[src/lsep_pkg.sv]
// shared types, constants and color wheel function for the led strip pixel encoder
`timescale 1ns / 1ps

package lsep_pkg;

    localparam int STRIP_PIXELS_DEF = 64;
    localparam int BITS_PER_PIXEL   = 24;
    localparam int BIT_CNT_W        = $clog2(BITS_PER_PIXEL);

    localparam int PIXEL_W  = 6;
    localparam int STEP_W   = 11;
    localparam int PHASE_W  = 2;
    localparam int COLOR_W  = 24;
    localparam int CODE_W   = 16;
    localparam int CFG_IDX_W  = 2;
    localparam int CFG_DATA_W = 24;

    // effect modes
    localparam logic [1:0] MODE_RAINBOW       = 2'd0;
    localparam logic [1:0] MODE_RAINBOW_CYCLE = 2'd1;
    localparam logic [1:0] MODE_CHASE         = 2'd2;
    localparam logic [1:0] MODE_CHASE_RAINBOW = 2'd3;

    // configuration register indexes
    localparam logic [CFG_IDX_W-1:0] CFG_EFFECT_MODE = 2'd0;
    localparam logic [CFG_IDX_W-1:0] CFG_CHASE_COLOR = 2'd1;
    localparam logic [CFG_IDX_W-1:0] CFG_ONE_CODE    = 2'd2;
    localparam logic [CFG_IDX_W-1:0] CFG_ZERO_CODE   = 2'd3;

    localparam logic [7:0] WHEEL_SEG  = 8'd85;
    localparam logic [7:0] WHEEL_SEG2 = 8'd170;
    localparam logic [7:0] WHEEL_MAX  = 8'd255;

    typedef struct packed {
        logic [PIXEL_W-1:0] pixel_index;
        logic [STEP_W-1:0]  frame_step;
        logic [PHASE_W-1:0] chase_phase;
    } t_in_item;

    typedef struct packed {
        logic [CODE_W-1:0]  pwm_code;
        logic [COLOR_W-1:0] pixel_color;
        logic               bit_last;
    } t_out_item;

    typedef struct packed {
        logic [1:0]         effect_mode;
        logic [COLOR_W-1:0] chase_color;
    } t_color_cfg;

    // three-segment ramp, packed green, red, blue
    function automatic logic [COLOR_W-1:0] wheel(input logic [7:0] pos);
        logic [7:0] w;
        logic [7:0] v;
        logic [9:0] v3;
        logic [7:0] up;
        logic [7:0] down;
        w = WHEEL_MAX - pos;
        if (w < WHEEL_SEG) begin
            v = w;
        end else if (w < WHEEL_SEG2) begin
            v = w - WHEEL_SEG;
        end else begin
            v = w - WHEEL_SEG2;
        end
        v3   = {2'b00, v} + {1'b0, v, 1'b0};
        up   = v3[7:0];
        down = WHEEL_MAX - up;
        if (w < WHEEL_SEG) begin
            wheel = {8'd0, down, up};
        end else if (w < WHEEL_SEG2) begin
            wheel = {up, 8'd0, down};
        end else begin
            wheel = {down, up, 8'd0};
        end
    endfunction

endpackage

[src/lsep_color.sv]
// pixel color selection for the four effect modes
`timescale 1ns / 1ps

module lsep_color #(
    parameter int STRIP_PIXELS = lsep_pkg::STRIP_PIXELS_DEF
) (
    input  lsep_pkg::t_in_item               i_item,
    input  lsep_pkg::t_color_cfg             i_cfg,
    output logic [lsep_pkg::COLOR_W-1:0]     o_color
);

    localparam int TAB_DEPTH = 2 ** lsep_pkg::PIXEL_W;

    logic [7:0] w_div_tab  [TAB_DEPTH];
    logic [1:0] w_mod3_tab [TAB_DEPTH];

    // constant tables: p*256/N and p%3
    for (genvar i = 0; i < TAB_DEPTH; i++) begin : g_tab
        localparam logic [7:0] DIV_V  = 8'((i * 256) / STRIP_PIXELS);
        localparam logic [1:0] MOD3_V = 2'(i % 3);
        assign w_div_tab[i]  = DIV_V;
        assign w_mod3_tab[i] = MOD3_V;
    end

    logic [lsep_pkg::PIXEL_W-1:0] w_p;
    logic [lsep_pkg::STEP_W-1:0]  w_j;
    logic [lsep_pkg::PHASE_W-1:0] w_q;
    logic                         w_dark;
    logic                         w_lit;
    logic [7:0]                   w_pos_rb;
    logic [7:0]                   w_pos_cyc;
    logic [lsep_pkg::STEP_W:0]    w_sum;
    logic [8:0]                   w_fold;
    logic [7:0]                   w_pos_tr;
    logic [lsep_pkg::COLOR_W-1:0] w_sel;

    assign w_p = i_item.pixel_index;
    assign w_j = i_item.frame_step;
    assign w_q = i_item.chase_phase;

    assign w_dark = 32'(w_p) >= STRIP_PIXELS;
    assign w_lit  = (w_mod3_tab[w_p] == w_q);

    assign w_pos_rb  = {2'b00, w_p} + w_j[7:0];
    assign w_pos_cyc = w_div_tab[w_p] + w_j[7:0];

    // mod 255 by folding the high bits onto the low byte, then one correction
    // p - q + j reaches 2110 for a lit pixel, so the sum needs one bit above the step
    assign w_sum  = {6'd0, w_p} - {10'd0, w_q} + {1'b0, w_j};
    assign w_fold = {1'b0, w_sum[7:0]} + {5'd0, w_sum[lsep_pkg::STEP_W:8]};
    assign w_pos_tr = (w_fold >= {1'b0, lsep_pkg::WHEEL_MAX})
                    ? 8'(w_fold - {1'b0, lsep_pkg::WHEEL_MAX}) : w_fold[7:0];

    always_comb begin
        unique case (i_cfg.effect_mode)
            lsep_pkg::MODE_RAINBOW: begin
                w_sel = lsep_pkg::wheel(w_pos_rb);
            end
            lsep_pkg::MODE_RAINBOW_CYCLE: begin
                w_sel = lsep_pkg::wheel(w_pos_cyc);
            end
            lsep_pkg::MODE_CHASE: begin
                w_sel = w_lit ? i_cfg.chase_color : '0;
            end
            lsep_pkg::MODE_CHASE_RAINBOW: begin
                w_sel = w_lit ? lsep_pkg::wheel(w_pos_tr) : '0;
            end
        endcase
    end

    assign o_color = w_dark ? '0 : w_sel;

endmodule

[src/led_strip_effect_pixel_encoder_core.sv]
// top level: config registers, input register, color stage and bit code serializer
// an accepted item waits in the input register and moves into the serializer once it is free
// throughput: one code per cycle while the output is not stalled, 24 codes per item from the bit serializer
// the next item is held in the input register while the current pixel shifts out
// reset: synchronous active low, clears valids, counter and all config registers
`timescale 1ns / 1ps

module led_strip_effect_pixel_encoder_core #(
    parameter int STRIP_PIXELS = lsep_pkg::STRIP_PIXELS_DEF
) (
    input  logic                                i_clk,
    input  logic                                i_rst_n,
    input  logic                                i_in_valid,
    output logic                                o_in_stall,
    input  lsep_pkg::t_in_item                  i_in_item,
    output logic                                o_out_valid,
    input  logic                                i_out_stall,
    output lsep_pkg::t_out_item                 o_out_item,
    input  logic                                i_cfg_valid,
    output logic                                o_cfg_ready,
    input  logic [lsep_pkg::CFG_IDX_W-1:0]      i_cfg_index,
    input  logic [lsep_pkg::CFG_DATA_W-1:0]     i_cfg_data
);

    localparam logic [lsep_pkg::BIT_CNT_W-1:0] LAST_BIT =
        lsep_pkg::BIT_CNT_W'(lsep_pkg::BITS_PER_PIXEL - 1);

    logic [1:0]                   r_effect_mode;
    logic [lsep_pkg::COLOR_W-1:0] r_chase_color;
    logic [lsep_pkg::CODE_W-1:0]  r_one_code;
    logic [lsep_pkg::CODE_W-1:0]  r_zero_code;

    logic                         r_s1_valid;
    lsep_pkg::t_in_item           r_s1_item;

    logic                           r_ser_valid;
    logic [lsep_pkg::COLOR_W-1:0]   r_color;
    logic [lsep_pkg::COLOR_W-1:0]   r_shift;
    logic [lsep_pkg::BIT_CNT_W-1:0] r_cnt;

    lsep_pkg::t_color_cfg           w_cfg;
    logic [lsep_pkg::COLOR_W-1:0]   w_color;
    logic                           w_out_take;
    logic                           w_ser_done;
    logic                           w_ser_free;
    logic                           w_s1_move;
    logic                           w_in_take;

    assign o_cfg_ready = 1'b1;

    always_ff @(posedge i_clk) begin
        if (!i_rst_n) begin
            r_effect_mode <= '0;
            r_chase_color <= '0;
            r_one_code    <= '0;
            r_zero_code   <= '0;
        end else if (i_cfg_valid && o_cfg_ready) begin
            unique case (i_cfg_index)
                lsep_pkg::CFG_EFFECT_MODE: r_effect_mode <= i_cfg_data[1:0];
                lsep_pkg::CFG_CHASE_COLOR: r_chase_color <= i_cfg_data;
                lsep_pkg::CFG_ONE_CODE:    r_one_code    <= i_cfg_data[lsep_pkg::CODE_W-1:0];
                lsep_pkg::CFG_ZERO_CODE:   r_zero_code   <= i_cfg_data[lsep_pkg::CODE_W-1:0];
            endcase
        end
    end

    assign w_out_take = r_ser_valid && !i_out_stall;
    assign w_ser_done = w_out_take && (r_cnt == LAST_BIT);
    assign w_ser_free = !r_ser_valid || w_ser_done;
    assign w_s1_move  = r_s1_valid && w_ser_free;
    assign o_in_stall = r_s1_valid && !w_ser_free;
    assign w_in_take  = i_in_valid && !o_in_stall;

    always_ff @(posedge i_clk) begin
        if (!i_rst_n) begin
            r_s1_valid <= 1'b0;
        end else if (w_in_take) begin
            r_s1_valid <= 1'b1;
        end else if (w_s1_move) begin
            r_s1_valid <= 1'b0;
        end
    end

    always_ff @(posedge i_clk) begin
        if (w_in_take) begin
            r_s1_item <= i_in_item;
        end
    end

    assign w_cfg.effect_mode = r_effect_mode;
    assign w_cfg.chase_color = r_chase_color;

    lsep_color #(
        .STRIP_PIXELS (STRIP_PIXELS)
    ) u_color (
        .i_item  (r_s1_item),
        .i_cfg   (w_cfg),
        .o_color (w_color)
    );

    always_ff @(posedge i_clk) begin
        if (!i_rst_n) begin
            r_ser_valid <= 1'b0;
            r_cnt       <= '0;
        end else if (w_s1_move) begin
            r_ser_valid <= 1'b1;
            r_cnt       <= '0;
        end else if (w_ser_done) begin
            r_ser_valid <= 1'b0;
            r_cnt       <= '0;
        end else if (w_out_take) begin
            r_cnt <= r_cnt + 1'b1;
        end
    end

    // msb of green goes first
    always_ff @(posedge i_clk) begin
        if (w_s1_move) begin
            r_color <= w_color;
            r_shift <= w_color;
        end else if (w_out_take) begin
            r_shift <= {r_shift[lsep_pkg::COLOR_W-2:0], 1'b0};
        end
    end

    assign o_out_valid            = r_ser_valid;
    assign o_out_item.pwm_code    = r_shift[lsep_pkg::COLOR_W-1] ? r_one_code : r_zero_code;
    assign o_out_item.pixel_color = r_color;
    assign o_out_item.bit_last    = (r_cnt == LAST_BIT);

endmodule

[config.mk]
export PLATFORM = sky130hd
export DESIGN_NAME = led_strip_effect_pixel_encoder_core
export DESIGN_NICKNAME = d
export VERILOG_FILES = /design/src/lsep_pkg.sv /design/src/lsep_color.sv /design/src/led_strip_effect_pixel_encoder_core.sv
export SDC_FILE = /design/constraint.sdc
export NUM_CORES = 1
export LEC_CHECK = 0
export BUFFER_PORTS_ARGS = -buffer_cell sky130_fd_sc_hd__buf_4
export CORE_MARGIN = 3
export CORE_UTILIZATION = 50
export DETAILED_ROUTE_END_ITERATION = 10
export PLACE_DENSITY = 0.68
export RECOVER_POWER = 25
export REMOVE_ABC_BUFFERS = 1
export SYNTH_ARGS = -nofsm -noshare
export SYNTH_HDL_FRONTEND = slang
export SYNTH_SLANG_ARGS = --single-unit
[constraint.sdc]
create_clock -name i_clk -period 7.82 [get_ports i_clk]
set_input_delay 1.173 -clock i_clk [delete_from_list [all_inputs] [get_ports i_clk]]
set_output_delay 1.173 -clock i_clk [all_outputs]
set_load 0.01 [all_outputs]
==> flow_metrics.py <==
metrics = {
    "synth": {
        "synth_top_flop_cell": "edfxtp_1",
        "synth-seq-cells": 132,
        "synthArstFlopShare_pct": 0,
        "postSynthAreaPerCell_um2": 8.797,
        "seq_area_frac_synth_pct": 32.95,
        "syn_area_um2": 10050,
        "synthCells": 1143,
        "ys_types": 82,
        "synth_edf_count": 67,
        "yosys_warnings": 0,
    },
    "die": {
        "die_w_um": 147.8,
        "core_um2": 19590,
        "die_h_um": 147.8,
        "rows": 51,
        "start_util_pct": 51.33,
        "die_area_um2": 21850,
        "ios": 94,
    },
    "clocking": {
        "clk_latency_ns": 0.42,
        "cts-buffers-inserted": 17,
        "cts_max_level": 4,
        "cts_tree": "built",
        "path_clk_slew_ns": 0.06,
        "clk_root_buffer_cell": "clkbuf_16",
        "clockBufferDepth": 2,
        "clock_sinks": 132,
    },
    "worst_setup_path": {
        "crit_top_cell": "ha_4",
        "critical-path-top-delay-family": "compound AO/OA/AOI/OAI gates",
        "worstSetupPathType": "reg2reg",
        "critPathMaxFanout": 7,
        "critPathRequiredTime_ns": 7.99,
        "critPathMaxStageDelay_ns": 0.53,
        "start_kind": "flip-flop",
        "critPathBufInv": 7,
        "crit_path_top_delay_cell": "fa_2",
        "endpoint_kind": "flip-flop",
        "cp.arrival_ns": 8.13,
    },
    "cells_and_area": {
        "regArea_um2": 3313,
        "multi_input_area_um2": 6689,
        "diodes": 0,
        "fillerInstances": 1609,
        "final_nets": 1486,
        "final_common_cell": "buf_4",
        "drive_gt1_share_pct": 28.02,
        "final_cell_mix": "buf_4, nand2_1, a21oi_1",
        "area_growth_syn_to_layout_pct": 27.69,
    },
    "timing": {
        "rsz0062_at_grt": "true",
        "slew_viol_final": 63,
        "tightest_slew_ns": 2.100,
        "hold_viol_final": 0,
        "layout_setup_ws_ns": -0.1366,
        "fmax_mhz": 125.7,
        "fin_skew_ns": 0.008294,
        "hold_ws_ns": 0.4658,
        "timing.final.crit_period_ns": 7.957,
        "slew_headroom_pct": -39.97,
        "setup_viol": 4,
        "finalCritPeriodShare_pct": 101.7,
    },
    "grt": {
        "grt_pass1_vias": 8586,
        "overflow": 0,
        "track_usage_pct": 23.72,
        "grt_pass1_wl_mm": 42.11,
        "antenna_found_initial": 0,
        "grt_max_degree": 63,
    },
    "power": {
        "power_uw": 6766,
        "cellPowerDensity_nw_per_um2": 527.0,
        "peakVddDrop_v": 0.0005674,
        "leakagePower_uw": 0.005543,
    },
    "run_status": {
        "status": "finished, violations left",
        "violations": "capacitance limit, slew limit, setup timing",
    },
    "placement": {
        "dpl.hpwl_mm": 19.21,
        "portBuffers": 92,
        "gp_congestion": 0.8943,
    },
    "drt": {
        "first_pass_iters": 6,
        "drt_iter0_markers": 711,
        "antenna_left": 0,
        "via_per_inst": 5.604,
        "wirelength_mm": 26.89,
        "drc": 0,
        "num_vias": 9045,
        "wl_per_cell_um": 16.66,
    },
    "min_path": {
        "min_path_type": "reg2reg",
    },
    "job": {
        "drv_cap": 1,
    },
}
==> final timing paths <==
kind | from | slack (ns) | cells after the start | end
max | r_s1_item[0] | -0.14 | 37 | r_shift[14]
min | r_zero_code[6] | 0.47 | 2 | r_zero_code[6]
max reg2reg | r_s1_item[0] | -0.14 | 37 | r_shift[14]
min reg2reg | r_zero_code[6] | 0.47 | 2 | r_zero_code[6]
==> layer usage <==
metal  vias up  GRT usage (%)  routed length [um]
met3        37          3.771                1642
li1       4429              -                   -
met4         0          5.965                 418
met1      4343          32.12               11970
met2       236          39.87               12860
met5         -              0                   0
==> where the power goes <==
part,leakage [uW],switching (uW),internal (uW)
logic,0.00408,2570,2480
registers,0.00117,33.8,855
clock network,0.000295,323,508
total,0.00554,2930,3840
==> tightest hold or removal path: stages (launching register included) <==
cell and delay [ns]:
dfxtp_1 0.31, nand2_1 0.05, a21boi_0 0.06
==> cell families after synthesis <==
kind of cell / count (synthesis) / share of synthesized area [%]
xor gates and xnor gates: 69 / 6.222
muxes: 51 / 5.612
buffers and inverters: 118 / 4.679
other: 1 / 0.03730
and+or+nand+nor: 345 / 15.39
DFF: 132 / 32.95
adders and majority gates: 100 / 13.04
AOI/OAI and AO/OA: 327 / 22.06
==> through the flow <==
stage / instances / util (%) / setup WS [ns] / cell area (um2) / TNS (ns)
3_3_place_gp: 1556 / 59.59 / -0.2349 / 11670 / -1.367
2_1_floorplan: 1091 / - / -1.486 / 9832 / -33.52
4_1_cts: 1597 / 63.72 / 0.003356 / 12480 / 0
5_1_grt: 1614 / 65.54 / -0.5125 / 12840 / -5.692
6_report: 1614 / 65.54 / -0.1366 / 12840 / -0.2509
3_5_place_dp: 1556 / 59.59 / -0.4642 / 11670 / -5.604
==> flip-flops by register name, summed over array words and instances, names as in the netlist <==
register       count
r_chase_color     24
r_color           24
r_shift           24
r_s1_item         19
r_one_code        16
r_zero_code       16
r_cnt              5
r_effect_mode      2
o_out_valid        1
r_s1_valid         1
==> layout make-up <==
type / count / area share [%]
Inverter: 66 / 1.930
Multi-Input combinational cell: 893 / 52.10
Tap cell: 265 / 2.583
Sequential cell: 132 / 25.81
Clock inverter: 13 / 1.345
Timing Repair Buffer: 226 / 12.86
Clock buffer: 19 / 3.372
==> cells in the mapped netlist (all sizes together), types with 9 or more instances <==
cell	number	share of area (%)
o21bai	9	0.67
or2	10	0.62
a21boi	59	4.4
clkbuf	43	1.6
inv	66	2.5
mux2i	11	1.1
o21ai	42	2.2
a21o	30	2.2
nand2b	15	0.93
xnor2	44	3.8
ha	92	11
nor3	11	0.65
buf	9	0.61
nor2	66	2.5
dfxtp	65	13
nor2b	13	0.81
a21oi	105	5.3
nand2	182	6.8
xor2	24	2.2
edfxtp	67	20
a31oi	9	0.77
mux2	40	4.5
nand3	14	0.70
==> what timing repair did <==
item	in CTS	in global routing
endpoints found under the setup margin	29	34
hold buffers	0	0
setup buffers	10	17
pin swaps	36	47
gates resized for setup	34	63
Power figures use the tool's default switching activity.
